[src/hdl/wcva_pkg.sv]
`timescale 1ns / 1ps
// ----------------------------------------------------------------------------
// Windowed class vote package
// Shared field widths, the request record passed from the front end to the
// back end, and the back-end state encoding.
// ----------------------------------------------------------------------------
package wcva_pkg;

  // Fixed field widths of the request and result ports.
  localparam int unsigned CLS_W  = 4;
  localparam int unsigned CONF_W = 16;
  localparam int unsigned CFG_W  = 4;
  localparam int unsigned BEST_W = 3;

  // Active class count, 0 to 15 inclusive.
  localparam int unsigned NUM_W = 5;

  // Value of the class count register after reset.
  localparam logic [CFG_W-1:0] CFG_RESET = 4'd8;

  // Decoupling queue between front and back end.
  localparam int unsigned Q_DEPTH = 2;
  localparam int unsigned Q_PTR_W = 1;
  localparam int unsigned Q_CNT_W = 2;

  // One classified request as seen by the back end.
  typedef struct packed {
    logic [CLS_W-1:0]  cls;
    logic [CONF_W-1:0] conf;
    logic              acc;
    logic [NUM_W-1:0]  num;
  } item_t;

  // Back-end sequencer states.
  typedef enum logic [1:0] {
    ST_IDLE,
    ST_UPDATE,
    ST_SCAN
  } state_e;

endpackage

[src/hdl/wcva_ram.sv]
`timescale 1ns / 1ps
// ----------------------------------------------------------------------------
// Generic simple dual-port RAM
// One write port and one read port, read data registered. A read and a write
// to the same address in one cycle return the old contents.
// ----------------------------------------------------------------------------
module wcva_ram #(
  parameter int unsigned WIDTH = 16,
  parameter int unsigned DEPTH = 64,
  localparam int unsigned AW   = (DEPTH > 1) ? $clog2(DEPTH) : 1
) (
  input  logic             clk_i,
  input  logic             we_i,
  input  logic [AW-1:0]    waddr_i,
  input  logic [WIDTH-1:0] wdata_i,
  input  logic             re_i,
  input  logic [AW-1:0]    raddr_i,
  output logic [WIDTH-1:0] rdata_o
);

  logic [WIDTH-1:0] mem_q [DEPTH];
  logic [WIDTH-1:0] rdata_q;

  // Storage array, no reset.
  always_ff @(posedge clk_i) begin
    if (we_i) begin
      mem_q[waddr_i] <= wdata_i;
    end
  end

  // Registered read port.
  always_ff @(posedge clk_i) begin
    if (re_i) begin
      rdata_q <= mem_q[raddr_i];
    end
  end

  assign rdata_o = rdata_q;

endmodule

[src/hdl/wcva_front.sv]
`timescale 1ns / 1ps
// ----------------------------------------------------------------------------
// Windowed class vote front end
// Holds the class count register, classifies each incoming request as in use
// or rejected, and buffers it in a two-entry queue for the back end.
// ----------------------------------------------------------------------------
module wcva_front #(
  parameter int unsigned MAX_CLASSES = 8
) (
  input  logic                         clk_i,
  input  logic                         rst_ni,
  input  logic                         classes_in_use_we_i,
  input  logic [wcva_pkg::CFG_W-1:0]   classes_in_use_i,
  input  logic                         push_i,
  input  logic [wcva_pkg::CLS_W-1:0]   class_index_i,
  input  logic [wcva_pkg::CONF_W-1:0]  confidence_i,
  output logic                         full_o,
  output wcva_pkg::item_t              head_o,
  output logic                         head_valid_o,
  input  logic                         head_pop_i
);
  import wcva_pkg::*;

  logic [CFG_W-1:0]   cfg_q;
  logic [NUM_W-1:0]   num_act;
  item_t              item_in;
  item_t              mem_q [Q_DEPTH];
  logic [Q_PTR_W-1:0] wr_ptr_q, rd_ptr_q;
  logic [Q_CNT_W-1:0] count_q, count_d;
  logic               do_push, do_pop;

  // Class count register.
  always_ff @(posedge clk_i or negedge rst_ni) begin
    if (!rst_ni) begin
      cfg_q <= CFG_RESET;
    end else if (classes_in_use_we_i) begin
      cfg_q <= classes_in_use_i;
    end
  end

  // Active class count is clamped to the number of classes provided for.
  always_comb begin
    if (NUM_W'(cfg_q) > NUM_W'(MAX_CLASSES)) begin
      num_act = NUM_W'(MAX_CLASSES);
    end else begin
      num_act = NUM_W'(cfg_q);
    end
    item_in.cls  = class_index_i;
    item_in.conf = confidence_i;
    item_in.acc  = NUM_W'(class_index_i) < num_act;
    item_in.num  = num_act;
  end

  assign full_o       = (count_q == Q_CNT_W'(Q_DEPTH));
  assign head_valid_o = (count_q != '0);
  assign head_o       = mem_q[rd_ptr_q];
  assign do_push      = push_i && !full_o;
  assign do_pop       = head_pop_i && head_valid_o;

  always_comb begin
    count_d = count_q;
    if (do_push && !do_pop) begin
      count_d = count_q + Q_CNT_W'(1);
    end else if (do_pop && !do_push) begin
      count_d = count_q - Q_CNT_W'(1);
    end
  end

  // Queue pointers and fill level.
  always_ff @(posedge clk_i or negedge rst_ni) begin
    if (!rst_ni) begin
      wr_ptr_q <= '0;
      rd_ptr_q <= '0;
      count_q  <= '0;
    end else begin
      count_q <= count_d;
      if (do_push) begin
        wr_ptr_q <= wr_ptr_q + Q_PTR_W'(1);
      end
      if (do_pop) begin
        rd_ptr_q <= rd_ptr_q + Q_PTR_W'(1);
      end
    end
  end

  // Queue entries carry payload only.
  always_ff @(posedge clk_i) begin
    if (do_push) begin
      mem_q[wr_ptr_q] <= item_in;
    end
  end

  // The queue never holds more requests than it has entries.
  assert property (@(posedge clk_i) disable iff (!rst_ni)
    count_q <= Q_CNT_W'(Q_DEPTH))
    else $error("front queue level beyond its depth");

  // A full queue always offers a request to the back end.
  assert property (@(posedge clk_i) disable iff (!rst_ni)
    full_o |-> head_valid_o)
    else $error("front queue full but nothing at its head");

  // The request at the head stays put until the back end takes it.
  assert property (@(posedge clk_i) disable iff (!rst_ni)
    (head_valid_o && !head_pop_i) |=> (head_valid_o && $stable(head_o)))
    else $error("front queue head lost or changed");

endmodule

[src/hdl/wcva_back.sv]
`timescale 1ns / 1ps
// ----------------------------------------------------------------------------
// Windowed class vote back end
// Pushes an accepted confidence into its class window in RAM, updates the
// running sum during a one-class-per-cycle argmax scan whose last class waits
// for a free output register, and holds the result there until it is taken.
// ----------------------------------------------------------------------------
module wcva_back #(
  parameter int unsigned WINDOW_DEPTH = 8,
  parameter int unsigned MAX_CLASSES  = 8
) (
  input  logic                         clk_i,
  input  logic                         rst_ni,
  input  wcva_pkg::item_t              head_i,
  input  logic                         head_valid_i,
  output logic                         head_pop_o,
  input  logic                         pop_i,
  output logic                         empty_o,
  output logic                         accepted_o,
  output logic [wcva_pkg::BEST_W-1:0]  best_class_o,
  output logic                         best_valid_o
);
  import wcva_pkg::*;

  localparam int unsigned PTR_W  = (WINDOW_DEPTH > 1) ? $clog2(WINDOW_DEPTH) : 1;
  localparam int unsigned FILL_W = $clog2(WINDOW_DEPTH + 1);
  localparam int unsigned SLOT_W = $clog2(2 * WINDOW_DEPTH);
  localparam int unsigned IDX_W  = (MAX_CLASSES > 1) ? $clog2(MAX_CLASSES) : 1;
  localparam int unsigned DEPTH  = MAX_CLASSES * WINDOW_DEPTH;
  localparam int unsigned AW     = (DEPTH > 1) ? $clog2(DEPTH) : 1;
  localparam int unsigned SUM_W  = CONF_W + FILL_W;

  localparam logic [FILL_W-1:0] WD_F = FILL_W'(WINDOW_DEPTH);
  localparam logic [SLOT_W-1:0] WD_S = SLOT_W'(WINDOW_DEPTH);
  localparam logic [AW-1:0]     WD_A = AW'(WINDOW_DEPTH);

  // Per-class window bookkeeping.
  logic [FILL_W-1:0] fill_q   [MAX_CLASSES];
  logic [PTR_W-1:0]  oldest_q [MAX_CLASSES];
  logic [SUM_W-1:0]  sum_q    [MAX_CLASSES];

  state_e            state_q, state_d;
  item_t             cur_q;
  logic [IDX_W-1:0]  cls_q;
  logic              full_q;
  logic [PTR_W-1:0]  slot_q;
  logic [AW-1:0]     addr_q;
  logic [CONF_W-1:0] old_q;
  logic [IDX_W-1:0]  scan_q;
  logic [IDX_W-1:0]  best_q;
  logic [SUM_W-1:0]  best_sum_q;

  logic              out_valid_q;
  logic              acc_out_q;
  logic [BEST_W-1:0] best_class_q;
  logic              best_valid_q;

  logic [IDX_W-1:0]  cls_h;
  logic              full_h;
  logic [SLOT_W-1:0] wrap_h;
  logic [PTR_W-1:0]  slot_h;
  logic [AW-1:0]     addr_h;
  logic [CONF_W-1:0] rdata;

  logic              in_range, hit, take, last, out_free;
  logic [SUM_W-1:0]  cand;
  logic [SUM_W-1:0]  best_sum_n;
  logic [IDX_W-1:0]  best_n;

  logic              ld, upd, step, out_wr;

  // Slot and address of the request at the queue head.
  always_comb begin
    cls_h  = head_i.cls[IDX_W-1:0];
    full_h = fill_q[cls_h] >= WD_F;
    wrap_h = SLOT_W'(oldest_q[cls_h]) + SLOT_W'(fill_q[cls_h]);
    if (wrap_h >= WD_S) begin
      wrap_h = wrap_h - WD_S;
    end
    slot_h = full_h ? oldest_q[cls_h] : PTR_W'(wrap_h);
    addr_h = AW'(cls_h) * WD_A + AW'(slot_h);
  end

  // Window store: read the evicted value, then write the new one.
  wcva_ram #(
    .WIDTH (CONF_W),
    .DEPTH (DEPTH)
  ) u_store (
    .clk_i   (clk_i),
    .we_i    (upd),
    .waddr_i (addr_q),
    .wdata_i (cur_q.conf),
    .re_i    (ld && head_i.acc),
    .raddr_i (addr_h),
    .rdata_o (rdata)
  );

  // One scan step: the updated class picks up its new sum on the way past.
  always_comb begin
    in_range = NUM_W'(scan_q) < cur_q.num;
    hit      = cur_q.acc && (scan_q == cls_q);
    if (hit) begin
      cand = sum_q[scan_q] + SUM_W'(cur_q.conf) - SUM_W'(old_q);
    end else begin
      cand = sum_q[scan_q];
    end
    take       = in_range && (cand > best_sum_q);
    best_sum_n = take ? cand : best_sum_q;
    best_n     = take ? scan_q : best_q;
    last       = (NUM_W'(scan_q) + NUM_W'(1)) >= cur_q.num;
    out_free   = !out_valid_q || pop_i;
  end

  // Sequencer next state and controls.
  always_comb begin
    state_d    = state_q;
    head_pop_o = 1'b0;
    ld         = 1'b0;
    upd        = 1'b0;
    step       = 1'b0;
    out_wr     = 1'b0;
    unique case (state_q)
      ST_IDLE: begin
        if (head_valid_i) begin
          head_pop_o = 1'b1;
          ld         = 1'b1;
          state_d    = head_i.acc ? ST_UPDATE : ST_SCAN;
        end
      end
      ST_UPDATE: begin
        upd     = 1'b1;
        state_d = ST_SCAN;
      end
      ST_SCAN: begin
        if (!last) begin
          step = 1'b1;
        end else if (out_free) begin
          step    = 1'b1;
          out_wr  = 1'b1;
          state_d = ST_IDLE;
        end
      end
      default: begin
        state_d = ST_IDLE;
      end
    endcase
  end

  // Sequencer state register.
  always_ff @(posedge clk_i or negedge rst_ni) begin
    if (!rst_ni) begin
      state_q <= ST_IDLE;
    end else begin
      state_q <= state_d;
    end
  end

  // Working registers of the request in flight.
  always_ff @(posedge clk_i) begin
    if (ld) begin
      cur_q      <= head_i;
      cls_q      <= cls_h;
      full_q     <= full_h;
      slot_q     <= slot_h;
      addr_q     <= addr_h;
      scan_q     <= '0;
      best_q     <= '0;
      best_sum_q <= '0;
    end else if (step) begin
      scan_q     <= scan_q + IDX_W'(1);
      best_q     <= best_n;
      best_sum_q <= best_sum_n;
    end
    if (upd) begin
      old_q <= full_q ? rdata : '0;
    end
  end

  // Per-class fill level, oldest slot and running sum.
  always_ff @(posedge clk_i or negedge rst_ni) begin
    if (!rst_ni) begin
      for (int i = 0; i < MAX_CLASSES; i++) begin
        fill_q[i]   <= '0;
        oldest_q[i] <= '0;
        sum_q[i]    <= '0;
      end
    end else begin
      if (upd) begin
        if (full_q) begin
          oldest_q[cls_q] <= (SLOT_W'(slot_q) + SLOT_W'(1) == WD_S) ? '0
                                                                  : slot_q + PTR_W'(1);
        end else begin
          fill_q[cls_q] <= fill_q[cls_q] + FILL_W'(1);
        end
      end
      if (step && hit) begin
        sum_q[scan_q] <= cand;
      end
    end
  end

  // Result register valid flag.
  always_ff @(posedge clk_i or negedge rst_ni) begin
    if (!rst_ni) begin
      out_valid_q <= 1'b0;
    end else if (out_wr) begin
      out_valid_q <= 1'b1;
    end else if (pop_i) begin
      out_valid_q <= 1'b0;
    end
  end

  // Result payload.
  always_ff @(posedge clk_i) begin
    if (out_wr) begin
      acc_out_q    <= cur_q.acc;
      best_class_q <= BEST_W'(best_n);
      best_valid_q <= (best_sum_n != '0);
    end
  end

  assign empty_o      = !out_valid_q;
  assign accepted_o   = acc_out_q;
  assign best_class_o = best_class_q;
  assign best_valid_o = best_valid_q;

  // Only accepted requests touch the window store.
  assert property (@(posedge clk_i) disable iff (!rst_ni)
    (state_q == ST_UPDATE) |-> cur_q.acc)
    else $error("window update for a rejected request");

  // A waiting result is never dropped before it is taken.
  assert property (@(posedge clk_i) disable iff (!rst_ni)
    (out_valid_q && !pop_i) |=> (out_valid_q && $stable(best_class_q)))
    else $error("waiting result lost or changed");

  // The scan runs on until its last class.
  assert property (@(posedge clk_i) disable iff (!rst_ni)
    (state_q == ST_SCAN && !last) |=> (state_q == ST_SCAN))
    else $error("scan left before the last class");

endmodule

[src/hdl/windowed_class_vote_argmax.sv]
`timescale 1ns / 1ps
// Flow: a pushed request is registered in the front-end queue. The back end
//   takes it from the queue head, updates its class window (accepted requests
//   only), then runs the argmax scan one class per cycle over the N active
//   classes (N the active class count); the last waits for a free result
//   register. The back end finishes one request before it takes the next.
// Reset clears counts, sums, queue and result; the class count returns to 8.
// ----------------------------------------------------------------------------
// Windowed class vote argmax
// Per-class sliding window sums of confidence values with an argmax over the
// active classes, one result per request.
// ----------------------------------------------------------------------------
module windowed_class_vote_argmax #(
  parameter int unsigned WINDOW_DEPTH = 8,
  parameter int unsigned MAX_CLASSES  = 8
) (
  input  logic                         clk_i,
  input  logic                         rst_ni,
  input  logic                         classes_in_use_we_i,
  input  logic [wcva_pkg::CFG_W-1:0]   classes_in_use_i,
  input  logic                         push,
  output logic                         full,
  input  logic [wcva_pkg::CLS_W-1:0]   class_index_i,
  input  logic [wcva_pkg::CONF_W-1:0]  confidence_i,
  output logic                         empty,
  input  logic                         pop,
  output logic                         accepted_o,
  output logic [wcva_pkg::BEST_W-1:0]  best_class_o,
  output logic                         best_valid_o
);
  import wcva_pkg::*;

  item_t head;
  logic  head_valid;
  logic  head_pop;

  // Front end: class count register, classification and request queue.
  wcva_front #(
    .MAX_CLASSES (MAX_CLASSES)
  ) u_front (
    .clk_i               (clk_i),
    .rst_ni              (rst_ni),
    .classes_in_use_we_i (classes_in_use_we_i),
    .classes_in_use_i    (classes_in_use_i),
    .push_i              (push),
    .class_index_i       (class_index_i),
    .confidence_i        (confidence_i),
    .full_o              (full),
    .head_o              (head),
    .head_valid_o        (head_valid),
    .head_pop_i          (head_pop)
  );

  // Back end: window update, argmax scan and result register.
  wcva_back #(
    .WINDOW_DEPTH (WINDOW_DEPTH),
    .MAX_CLASSES  (MAX_CLASSES)
  ) u_back (
    .clk_i        (clk_i),
    .rst_ni       (rst_ni),
    .head_i       (head),
    .head_valid_i (head_valid),
    .head_pop_o   (head_pop),
    .pop_i        (pop),
    .empty_o      (empty),
    .accepted_o   (accepted_o),
    .best_class_o (best_class_o),
    .best_valid_o (best_valid_o)
  );

endmodule
[config.mk]
export PLATFORM = sky130hd
export DESIGN_NAME = windowed_class_vote_argmax
export DESIGN_NICKNAME = d
export VERILOG_FILES = /design/src/hdl/wcva_pkg.sv /design/src/hdl/wcva_ram.sv /design/src/hdl/wcva_front.sv /design/src/hdl/wcva_back.sv /design/src/hdl/windowed_class_vote_argmax.sv
export SDC_FILE = /design/constraint.sdc
export NUM_CORES = 2
export LEC_CHECK = 0
export BUFFER_PORTS_ARGS = -buffer_cell sky130_fd_sc_hd__buf_2
export CORE_MARGIN = 8
export CORE_UTILIZATION = 45
export CTS_BUF_LIST = sky130_fd_sc_hd__clkbuf_4
export CTS_CLUSTER_DIAMETER = 100
export DETAILED_ROUTE_END_ITERATION = 7
export SYNTH_ARGS = -nofsm -noshare
export SYNTH_HDL_FRONTEND = slang
export SYNTH_SLANG_ARGS = --single-unit
[constraint.sdc]
create_clock -name clk_i -period 8.55 [get_ports clk_i]
set_clock_uncertainty 0.1 [all_clocks]
set_input_delay 1.71 -clock clk_i [delete_from_list [all_inputs] [get_ports clk_i]]
set_output_delay 1.71 -clock clk_i [all_outputs]
set_load 0.01 [all_outputs]
==> summary.md <==
| Metric | Value |
|---|---|
| Top-count cell post-synth | edfxtp_1 |
| Highest clock rate | ~130 MHz |
| Clock Latency Late Sink | between 1 and 1.5 ns |
| I/O pin cnt | 36 |
| CP Capture Type | register |
| Cts repair resizes | 0 |
| Post-CTS Setup Bufs | 0 |
| DR iter-0 viols | 3718 |
| Root buf cell | clkbuf_4 |
| CTS H-Tree Depth | 5 |
| Max_cap viols | 0 |
| Slew HR | 25.1% |
| Seq/Total Area, Yosys | between 60% and 70% |
| Initial antenna violation count | 7 |
| Growth of design area from synthesis to finish | 12.3% |
| DR vias | ~36000 |
| Pin count of the biggest net entering global routing | 104 |
| Core area | between 100000 and 150000 µm² |
| DR WL/cell | 24.9 µm |
| DRC violations left | 0 |
| Minimum clock period | 7.77 ns |
| CP Class | register to register |
| Share of cells above drive strength 1 | 21.5% |
| Hpwl dp | slightly below 100 mm |
| Yosys cell types | 86 |
| Outcome | completed |
| Top_reg_cell synth | edfxtp_1 |
| Routed Antenna Nets | 0 |
| Synthesized area | 58900 µm² |
| Synthesis-stage register bit count | 1390 |
| Cts bufs inserted | roughly 380 |
| Mapped Cells | about 4100 |
| Warnings, synthesis | 0 |
| Hold Crit Class | input pin to asynchronous set/reset pin |
| Fill cells | 11100 |
| GP Congestion | 0.896 |
| Top cells by area, synth | edfxtp_1 (58%), dfrtp_1 (9.6%), mux2i_1 (7.2%) |
| Final setup viols | 0 |
| CTS clk-pin slew, worst paths | 0.07 ns |
| Vias/cell | 5.62 |
| Least-Margin Pin Slew | 1.11 ns |
| Setup_tns | 0 ns |
| # rows | 132 |
| Die Wd | 378 µm |
| Die H | 378 µm |
| Crit start category | register |
| Syn_area_per_cell | 14.3 µm² |
| Post-synth net total | between 4000 and 5000 |
| Initial DRT Pass Iterations | 6 |
| Asr flop ratio synth | between 10% and 20% |
| IO buf count | 35 |
| Worst Hold Slack | approximately 0.35 ns |
| CTS Buffer Depth | 4 |
| Area leader, netlist | edfxtp_1 |
| Yosys top cell area share | between 50 and 60% |
| CP Max Fanout | 33 |
| Endpoints failing hold | 0 |
| Final max-slew violation count | 0 |
| Routed wire length | 161 mm |
| GRT Residual Overflow | 0 |
| Sink Count | 1390 |
| Post-synth top cells | edfxtp_1 (1137), nand2_1 (493), mux2i_1 (421) |
| First-pass GRT wire length | roughly 240 mm |
| Period utilization | 90.9% |
| Die ar. | 143000 µm² |
| Final nets | 4564 |
| Crit path DAT | 8.76 ns |
| Post-synth EDFFs | 1137 |
| RSZ-0062 raised after global routing | no |
| Initial core utilization | between 40% and 50% |
| Post-CTS Hold Buffers | 0 |
| Vias in the first global route | 36200 |
| Crit path required time | 9.54 ns |
| CTS tree | done |
| All-Layer GR Usage | 22.1% |
-- placed cells by master, fill, tap and decap left out, drive strengths merged, types with 55 or more instances in the layout --
cell / Yosys / layout
a211oi: 93 / 93
buf: 108 / 202
o21ai: 127 / 127
dfrtp: 226 / 226
nand2: 493 / 493
nor2: 229 / 229
nand3: 165 / 165
mux2: 120 / 120
clkbuf: 120 / 568
ha: 55 / 55
a21oi: 155 / 155
edfxtp: 1137 / 1137
mux2i: 425 / 425
mux4: 60 / 60
inv: 155 / 162
-- metal layers --
| metal | track usage (%) | part of all wire, % | vias to the layer above |
|---|---|---|---|
| li1 | - | - | 16400 |
| met1 | 29.0 | 41 | 18200 |
| met2 | 35.5 | 48 | 1409 |
| met3 | 4.48 | 6.6 | 331 |
| met4 | 10.5 | 4.2 | 0 |
| met5 | 0 | 0 | - |
-- worst max-delay path: stages (launching register included) --
cell	delay [ns]
dfxtp_2	0.38
inv_1	0.41
nor2_1	0.31
a22o_1	0.30
a221oi_1	0.72
fa_1	0.29
inv_1	0.07
fa_1	0.39
a21o_1	0.19
a21oi_1	0.30
o211ai_1	0.22
a311o_1	0.34
a31oi_1	0.29
nand2b_1	0.17
mux2i_1	0.11
a21oi_1	0.70
a21oi_1	0.16
inv_1	0.11
ha_1	0.22
nand4_1	0.13
nor4_1	0.08
o41ai_2	0.98
nor2b_2	0.07
buf_4	0.28
mux2i_1	0.19
nor2_1	0.05
-- kinds of logic (layout without fill, tap and decap cells) --
| kind of cell | Yosys count | after routing | share of synthesized area (%) |
|---|---|---|---|
| flops | 1390 | 1390 | 68.5 |
| other cells | 0 | 8 | 0 |
| xor+xnor | 30 | 30 | 0.478 |
| fa+ha+maj | 72 | 72 | 1.75 |
| compound gates | 598 | 598 | 6.76 |
| mux | 605 | 605 | 11.9 |
| simple gates | 1033 | 1033 | 7.62 |
| buf+inv | 384 | 989 | 2.97 |
-- worst paths after layout --
path / start / cells after the start / slack (ns) / endpoint
min in group clk_i: u_back.sum_q[61] / 2 / 0.38 / u_back.sum_q[61]
max in group asynchronous: rst_ni / 2 / 6.56 / u_back.sum_q[3]
max reg2reg: u_back.scan_q[1] / 25 / 0.78 / u_back.best_sum_q[0]
min: rst_ni / 1 / 0.35 / u_back.sum_q[34]
max: u_back.scan_q[1] / 25 / 0.78 / u_back.best_sum_q[0]
min reg2reg: u_back.sum_q[61] / 2 / 0.38 / u_back.sum_q[61]
-- flip-flops by register name, summed over array words and instances (netlist names), 4 cells and up --
name                    flops
u_back.old_q               16
u_back.u_store.mem_q     1024
u_front.cfg_q               4
u_back.fill_q              32
u_back.sum_q              160
u_back.u_store.rdata_o     16
u_front.mem_q              48
u_back.best_sum_q          20
u_back.cur_q               21
u_back.oldest_q            24
-- layout make-up --
class | instances | area [µm²] | share of cell area [%]
flip-flops and latches | 1390 | 40300 | 61.0
clock inverters | 63 | 322 | 0.486
repair buffers | 202 | 1540 | 2.33
clock buffers | 568 | 4260 | 6.45
diodes | 8 | 20.0 | 0.0303
well taps | 1742 | 2180 | 3.30
multi-input cells | 2338 | 16900 | 25.5
inverters | 156 | 593 | 0.897
-- through the flow --
step,worst slack (ns),instance area [µm²],std cells,utilization [%]
floorplan,1.65,58900,4112,-
global placement,1.12,61500,5828,47.5
detailed placement,0.919,61500,5828,47.5
CTS,0.843,66100,6459,51.0
global route,0.220,66100,6464,51.0
finish,0.779,66100,6467,51.0
Power is left out: the tool's default activity adds up to more than one toggle a clock period on the data nets, which glitch-free logic cannot reach.
